**src/rtl/core/tapc_pkg.sv**
```systemverilog
`timescale 1ns / 1ps

package tapc_pkg;

  // internal error width: wide enough for every target, offset and heading
  localparam int ERR_W = 17;
  localparam int TGT_W = 16;
  localparam int THR_W = 7;
  localparam int OFS_W = 8;

  localparam logic [7:0] ASCII_ZERO = 8'd48;
  localparam logic signed [TGT_W-1:0] WEIGHT_HUNDREDS = 16'sd100;
  localparam logic signed [TGT_W-1:0] WEIGHT_TENS     = 16'sd10;

  localparam logic signed [ERR_W-1:0] WRAP_HALF = 17'sd180;
  localparam logic signed [ERR_W-1:0] WRAP_FULL = 17'sd360;

  localparam logic [THR_W-1:0] THRESHOLD_RESET = 7'd6;

  // configuration register indexes
  localparam logic REG_START_THRESHOLD  = 1'b0;
  localparam logic REG_ELEVATION_OFFSET = 1'b1;

  // drive request of one axis
  typedef struct packed {
    logic pos;
    logic neg;
  } axis_drive_t;

endpackage

```
**src/rtl/core/tapc_digits.sv**
```systemverilog
`timescale 1ns / 1ps

module tapc_digits
  import tapc_pkg::*;
(
  input  logic [7:0]              char_hundreds,
  input  logic [7:0]              char_tens,
  input  logic [7:0]              char_ones,
  output logic signed [TGT_W-1:0] value
);

  logic signed [TGT_W-1:0] d_hundreds;
  logic signed [TGT_W-1:0] d_tens;
  logic signed [TGT_W-1:0] d_ones;

  // non-digit bytes go through the same formula
  assign d_hundreds = $signed({8'b0, char_hundreds}) - $signed({8'b0, ASCII_ZERO});
  assign d_tens     = $signed({8'b0, char_tens})     - $signed({8'b0, ASCII_ZERO});
  assign d_ones     = $signed({8'b0, char_ones})     - $signed({8'b0, ASCII_ZERO});

  assign value = d_hundreds * WEIGHT_HUNDREDS + d_tens * WEIGHT_TENS + d_ones;

endmodule

```
**src/rtl/core/tapc_axis.sv**
```systemverilog
`timescale 1ns / 1ps

module tapc_axis
  import tapc_pkg::*;
(
  input  logic                    clk,
  input  logic                    rst,
  input  logic                    step,
  input  logic signed [ERR_W-1:0] err,
  input  logic [THR_W-1:0]        threshold,
  output axis_drive_t             drive
);

  logic running;
  logic dir_pos;
  logic running_next;
  logic dir_pos_next;

  logic signed [ERR_W-1:0] thr;
  logic signed [ERR_W-1:0] half;

  assign thr  = $signed({{(ERR_W-THR_W){1'b0}}, threshold});
  assign half = $signed({{(ERR_W-THR_W+1){1'b0}}, threshold[THR_W-1:1]});

  always_comb begin
    running_next = running;
    dir_pos_next = dir_pos;
    if (!running) begin
      if (err > thr) begin
        running_next = 1'b1;
        dir_pos_next = 1'b1;
      end else if (err < -thr) begin
        running_next = 1'b1;
        dir_pos_next = 1'b0;
      end
    end else if ((err < half) && (err > -half)) begin
      // direction bit keeps its value on stop
      running_next = 1'b0;
    end
  end

  always_ff @(posedge clk) begin
    if (rst) begin
      running <= 1'b0;
      dir_pos <= 1'b0;
    end else if (step) begin
      running <= running_next;
      dir_pos <= dir_pos_next;
    end
  end

  assign drive.pos = running_next & dir_pos_next;
  assign drive.neg = running_next & ~dir_pos_next;

endmodule

```
**src/rtl/core/two_axis_hysteresis_pointing_control.sv**
```systemverilog
`timescale 1ns / 1ps

// two-axis bang-bang pointing control with hysteresis
//
// input channel (in_valid / in_stall): one transaction per control tick with
// the pitch and heading readings and, when cmd_valid is set, six ascii digit
// bytes that replace the azimuth and elevation targets.
// output channel (out_valid / out_stall): one transaction per input
// transaction, in order, with the four drive lines and both errors.
// configuration: cfg_we writes cfg_data to register cfg_index at the clock
// edge (0 start_threshold, 1 elevation_offset); write only while idle.
//
// an accepted transaction passes the input register, then the output
// register, before out_valid; one transaction per cycle sustained while
// out_stall is low. the input register feeds one pass of decode, error and
// hysteresis logic, which updates axis state and the output register.
// reset empties both registers, clears targets and axis state, and loads
// threshold 6 and offset 0.
// a stalled output holds its payload; an empty input register still takes one
// more transaction, then in_stall rises until the output side moves.

module two_axis_hysteresis_pointing_control
  import tapc_pkg::*;
(
  input  logic                    clk,
  input  logic                    rst,

  input  logic                    cfg_we,
  input  logic                    cfg_index,
  input  logic [OFS_W-1:0]        cfg_data,

  input  logic                    in_valid,
  output logic                    in_stall,
  input  logic                    cmd_valid,
  input  logic [7:0]              az_char_hundreds,
  input  logic [7:0]              az_char_tens,
  input  logic [7:0]              az_char_ones,
  input  logic [7:0]              el_char_hundreds,
  input  logic [7:0]              el_char_tens,
  input  logic [7:0]              el_char_ones,
  input  logic signed [8:0]       measured_pitch,
  input  logic [8:0]              measured_heading,

  output logic                    out_valid,
  input  logic                    out_stall,
  output logic                    drive_el_down,
  output logic                    drive_el_up,
  output logic                    drive_az_cw,
  output logic                    drive_az_ccw,
  output logic signed [15:0]      elevation_error,
  output logic signed [15:0]      azimuth_error
);

  // configuration registers
  logic [THR_W-1:0]        start_threshold;
  logic signed [OFS_W-1:0] elevation_offset;

  // input register
  logic              s1_valid;
  logic              s1_cmd;
  logic [7:0]        s1_az_h, s1_az_t, s1_az_o;
  logic [7:0]        s1_el_h, s1_el_t, s1_el_o;
  logic signed [8:0] s1_pitch;
  logic [8:0]        s1_heading;

  // held targets
  logic signed [TGT_W-1:0] target_azimuth;
  logic signed [TGT_W-1:0] target_elevation;

  logic signed [TGT_W-1:0] cmd_azimuth;
  logic signed [TGT_W-1:0] cmd_elevation;
  logic signed [TGT_W-1:0] tgt_az;
  logic signed [TGT_W-1:0] tgt_el;

  logic signed [ERR_W-1:0] el_err;
  logic signed [ERR_W-1:0] az_raw;
  logic signed [ERR_W-1:0] az_err;

  axis_drive_t el_drive;
  axis_drive_t az_drive;

  logic in_accept;
  logic s1_advance;
  logic step;

  // output register frees when empty or taken this cycle
  assign s1_advance = ~out_valid | ~out_stall;
  assign step       = s1_valid & s1_advance;
  assign in_stall   = s1_valid & ~s1_advance;
  assign in_accept  = in_valid & ~in_stall;

  always_ff @(posedge clk) begin
    if (rst) begin
      start_threshold  <= THRESHOLD_RESET;
      elevation_offset <= '0;
    end else if (cfg_we) begin
      case (cfg_index)
        REG_START_THRESHOLD:  start_threshold  <= cfg_data[THR_W-1:0];
        REG_ELEVATION_OFFSET: elevation_offset <= $signed(cfg_data);
        default: ;
      endcase
    end
  end

  // input register: control cleared at reset, payload loaded on accept
  always_ff @(posedge clk) begin
    if (rst) begin
      s1_valid <= 1'b0;
    end else if (in_accept) begin
      s1_valid <= 1'b1;
    end else if (s1_advance) begin
      s1_valid <= 1'b0;
    end
  end

  always_ff @(posedge clk) begin
    if (in_accept) begin
      s1_cmd     <= cmd_valid;
      s1_az_h    <= az_char_hundreds;
      s1_az_t    <= az_char_tens;
      s1_az_o    <= az_char_ones;
      s1_el_h    <= el_char_hundreds;
      s1_el_t    <= el_char_tens;
      s1_el_o    <= el_char_ones;
      s1_pitch   <= measured_pitch;
      s1_heading <= measured_heading;
    end
  end

  tapc_digits u_az_digits (
    .char_hundreds (s1_az_h),
    .char_tens     (s1_az_t),
    .char_ones     (s1_az_o),
    .value         (cmd_azimuth)
  );

  tapc_digits u_el_digits (
    .char_hundreds (s1_el_h),
    .char_tens     (s1_el_t),
    .char_ones     (s1_el_o),
    .value         (cmd_elevation)
  );

  // a command in this tick applies to this tick's errors
  assign tgt_az = s1_cmd ? cmd_azimuth   : target_azimuth;
  assign tgt_el = s1_cmd ? cmd_elevation : target_elevation;

  always_ff @(posedge clk) begin
    if (rst) begin
      target_azimuth   <= '0;
      target_elevation <= '0;
    end else if (step && s1_cmd) begin
      target_azimuth   <= cmd_azimuth;
      target_elevation <= cmd_elevation;
    end
  end

  assign el_err = ERR_W'(s1_pitch) - ERR_W'(tgt_el) - ERR_W'(elevation_offset);

  // azimuth error wrapped once by a full turn toward zero
  assign az_raw = ERR_W'(tgt_az) - $signed({{(ERR_W-9){1'b0}}, s1_heading});

  always_comb begin
    if (az_raw > WRAP_HALF) begin
      az_err = az_raw - WRAP_FULL;
    end else if (az_raw < -WRAP_HALF) begin
      az_err = az_raw + WRAP_FULL;
    end else begin
      az_err = az_raw;
    end
  end

  // positive elevation error drives down, positive azimuth error clockwise
  tapc_axis u_el_axis (
    .clk       (clk),
    .rst       (rst),
    .step      (step),
    .err       (el_err),
    .threshold (start_threshold),
    .drive     (el_drive)
  );

  tapc_axis u_az_axis (
    .clk       (clk),
    .rst       (rst),
    .step      (step),
    .err       (az_err),
    .threshold (start_threshold),
    .drive     (az_drive)
  );

  // output register
  always_ff @(posedge clk) begin
    if (rst) begin
      out_valid <= 1'b0;
    end else if (s1_advance) begin
      out_valid <= s1_valid;
    end
  end

  always_ff @(posedge clk) begin
    if (step) begin
      drive_el_down   <= el_drive.pos;
      drive_el_up     <= el_drive.neg;
      drive_az_cw     <= az_drive.pos;
      drive_az_ccw    <= az_drive.neg;
      elevation_error <= el_err[15:0];
      azimuth_error   <= az_err[15:0];
    end
  end

endmodule

```
**config.mk**
```make
export PLATFORM = sky130hd
export DESIGN_NAME = two_axis_hysteresis_pointing_control
export DESIGN_NICKNAME = d
export VERILOG_FILES = /design/src/rtl/core/tapc_pkg.sv /design/src/rtl/core/tapc_digits.sv /design/src/rtl/core/tapc_axis.sv /design/src/rtl/core/two_axis_hysteresis_pointing_control.sv
export SDC_FILE = /design/constraint.sdc
export NUM_CORES = 1
export LEC_CHECK = 0
export ABC_AREA = 1
export ABC_CLOCK_PERIOD_IN_PS = 9800
export BUFFER_PORTS_ARGS = -buffer_cell sky130_fd_sc_hd__buf_4
export CORE_MARGIN = 4
export CORE_UTILIZATION = 60
export DETAILED_ROUTE_END_ITERATION = 16
export PLACE_DENSITY_LB_ADDON = 0.3
export SLEW_MARGIN = 0
export SYNTH_ARGS = -nofsm -noshare
export SYNTH_HDL_FRONTEND = slang
export SYNTH_SLANG_ARGS = --single-unit
```
**constraint.sdc**
```tcl
create_clock -name clk -period 9.8 [get_ports clk]
set_input_delay 1.96 -clock clk [delete_from_list [all_inputs] [get_ports clk]]
set_output_delay 1.96 -clock clk [all_outputs]
set_load 0.005 [all_outputs]
```
==> impl_metrics.yaml <==
cts:
  cts_root_buf: "clkbuf_16"
  clk_path_buf_depth: 2
  numCtsBuffers: 17
  cts_hold_buf: 0
  cts_sinks: 156
  cts.reportedPaths.clkPinSlew_ns: 0.07
  cts_max_level: 4
  post_cts_buffers: 0
  ctsResizeCount: 0
  cts_tree: "yes"
  worstSkewPairLatency_ns: 0.43
yosys:
  synth-async-reset-ratio_pct: 0
  yosys_warnings: 0
  yosys.area.top_type: "edfxtp_1"
  synth_fp_nets: 2202
  synth.area.top_cells: "edfxtp_1 20%, ha_1 20%, fa_1 7.9%"
  ys_seq_area_share_pct: 27.35
  syn_inst: 1821
  synth_seq_cells: 156
  synth_edf_count: 103
  ys_types: 55
  synth_top_area_share_pct: 20.36
  synth_most_common_cell: "inv_1"
  avgSynthCellArea_um2: 8.342
  synth_ff_type: "edfxtp_1"
  synthTopCellsByCount: "319 x inv_1, 290 x nand2_1, 240 x ha_1"
  netlist_area_um2: 15190
sta:
  slew_headroom_pct: 25.92
  tightest_slew_ns: 1.104
  setup_violations: 0
  drv_slew: 0
  final-hold-violation-count: 0
  timing.final.crit_share_pct: 85.47
  fin_setup_tns_ns: 0
  fmax_mhz: 119.4
  min_period_ns: 8.376
  finClkSkew_ns: 0.01336
  rsz0062_at_grt: "no"
worst_setup_path:
  crit_path_top_delay_cell: "nor3_1"
  worstPathRequired_ns: 9.99
  crit_path_max_fanout: 17
  cp_common_cell: "nand2_1"
  cpPeakStageDelay_ns: 0.82
  critPathKind: "reg2reg"
  cp-end-kind: "flop"
  r2r_setup_slack_ns: 1.42
  r2r_cells: 44
  crit_arrival_ns: 8.57
  setup.worst_path.start_class: "flop"
drt:
  vias_per_cell: 5.383
  drt_iter0_drc: 683
  dr.pass1.iters: 7
  postRouteAntennaNets: 0
  routedWlPerCell_um: 15.60
  wl_mm: 35.58
  drc: 0
  vias: 12270
hold_path:
  min_path_cells: 2
  hp-class: "reg2reg"
global_routing:
  grt-ovfl-total: 0
  use_met1_pct: 32.08
  grt_pass1_vias: 12160
  met2_usage_pct: 45.12
  grt.total_usage_pct: 25.49
  grt_max_degree: 68
  grt_use_met3_pct: 3.678
  grt-busiest-layer: "met2"
  grt_pass1_wl_mm: 58.95
  grt_antenna_before_repair: 1
finish:
  fillers: 1993
  drive_gt1_share_pct: 12.68
  fin_nets: 2324
  area_growth_pct: 12.10
  num_antenna_cells: 0
floorplan:
  start_util_pct: 61.74
  core_area_um2: 24600
  die_h_um: 167.1
  num_rows: 57
  fp.dieW_um: 167.1
  dieArea_um2: 27930
  ios: 119
place:
  port_buffers: 118
  routabilityCongestion: 0.9557
  hpwl_mm: 28.55
run:
  cap_violations: 0
outcome:
  status: "completed"
[registers in the layout, indices dropped and copies added, names as in the netlist, 7 cells and up]
| name | count |
|---|---|
| start_threshold | 7 |
| elevation_offset | 8 |
| s1_el_o | 8 |
| s1_pitch | 9 |
| elevation_error | 16 |
| azimuth_error | 16 |
| s1_heading | 9 |
| s1_el_h | 8 |
| s1_az_o | 8 |
| s1_az_h | 8 |
| target_elevation | 16 |
| target_azimuth | 16 |
| s1_az_t | 8 |
| s1_el_t | 8 |
[kinds of logic (layout without fill, tap and decap cells)]
group	Yosys count	count (layout)	share of synthesized area (%)
flip-flops	156	156	27.35
AO/OA/AOI/OAI	309	309	11.37
adder cells (fa/ha/maj)	300	300	27.67
XOR/XNOR	104	104	5.996
buffers and inverters	357	492	8.986
multiplexers	3	3	0.2059
AND/OR/NAND/NOR	592	592	18.43
[path summary, 6_finish.rpt]
| check | from | endpoint |
|---|---|---|
| max | s1_az_h[4] | drive_az_cw |
| min | target_elevation[2] | target_elevation[2] |
| max reg2reg | s1_az_h[4] | drive_az_cw |
| min reg2reg | target_elevation[2] | target_elevation[2] |
[cell usage in the layout (no fill, tap or decap), drive strengths merged, types with 2 or more instances in the layout]
cell type,instances
a211oi,6
a21boi,3
a21o,7
a21oi,137
a31oi,4
and2,4
buf,126
clkbuf,21
clkinv,8
clkinvlp,2
dfxtp,53
edfxtp,103
fa,60
ha,240
inv,335
mux2i,2
nand2,323
nand3,97
nand3b,2
nand4,28
nor2,103
nor3,24
nor4,6
o211ai,11
o21a,10
o21ai,114
o21bai,6
o221ai,2
o311ai,3
or2,5
xnor2,34
xor2,70
[layout make-up]
type                            count  area, µm²  share of cell area [%]
Tap cell                          324      405.4                   2.381
Clock inverter                     11      98.84                  0.5805
Inverter                          334       1259                   7.392
Clock buffer                       21      481.7                   2.829
Timing Repair Buffer              126      945.9                   5.555
Sequential cell                   156       4154                   24.39
Multi-Input combinational cell   1308       9684                   56.87
[stage by stage]
step	hold WS [ns]	cell area [µm²]	util, %	cells	setup slack [ns]
5_1_grt	0.4767	17030	69.21	2280	0.7628
3_5_place_dp	0.4434	16450	66.85	2248	1.467
6_report	0.4525	17030	69.21	2280	1.424
3_3_place_gp	0.4395	16450	66.85	2248	1.579
4_1_cts	0.4537	17030	69.21	2280	1.445
2_1_floorplan	0.4292	15190	-	1821	2.424
[worst max-delay path, delay by kind of cell, from the launching register on]
family	cells	cell delay (ns)
DFF	1	0.44
AOI/OAI and AO/OA	10	1.36
buffers and inverters	5	0.48
adders and majority gates	7	2.61
xor gates and xnor gates	2	0.37
and+or+nand+nor	20	2.87
[layer usage]
metal	routed length (µm)	vias up	share of wire (%)
met5	9	-	0.025
met4	1036	2	2.9
met3	1750	66	4.9
met2	17450	352	49
met1	15340	5565	43
li1	-	6288	-
Power is left out: the tool's default activity adds up to more than one toggle a clock period on the data nets, which glitch-free logic cannot reach.
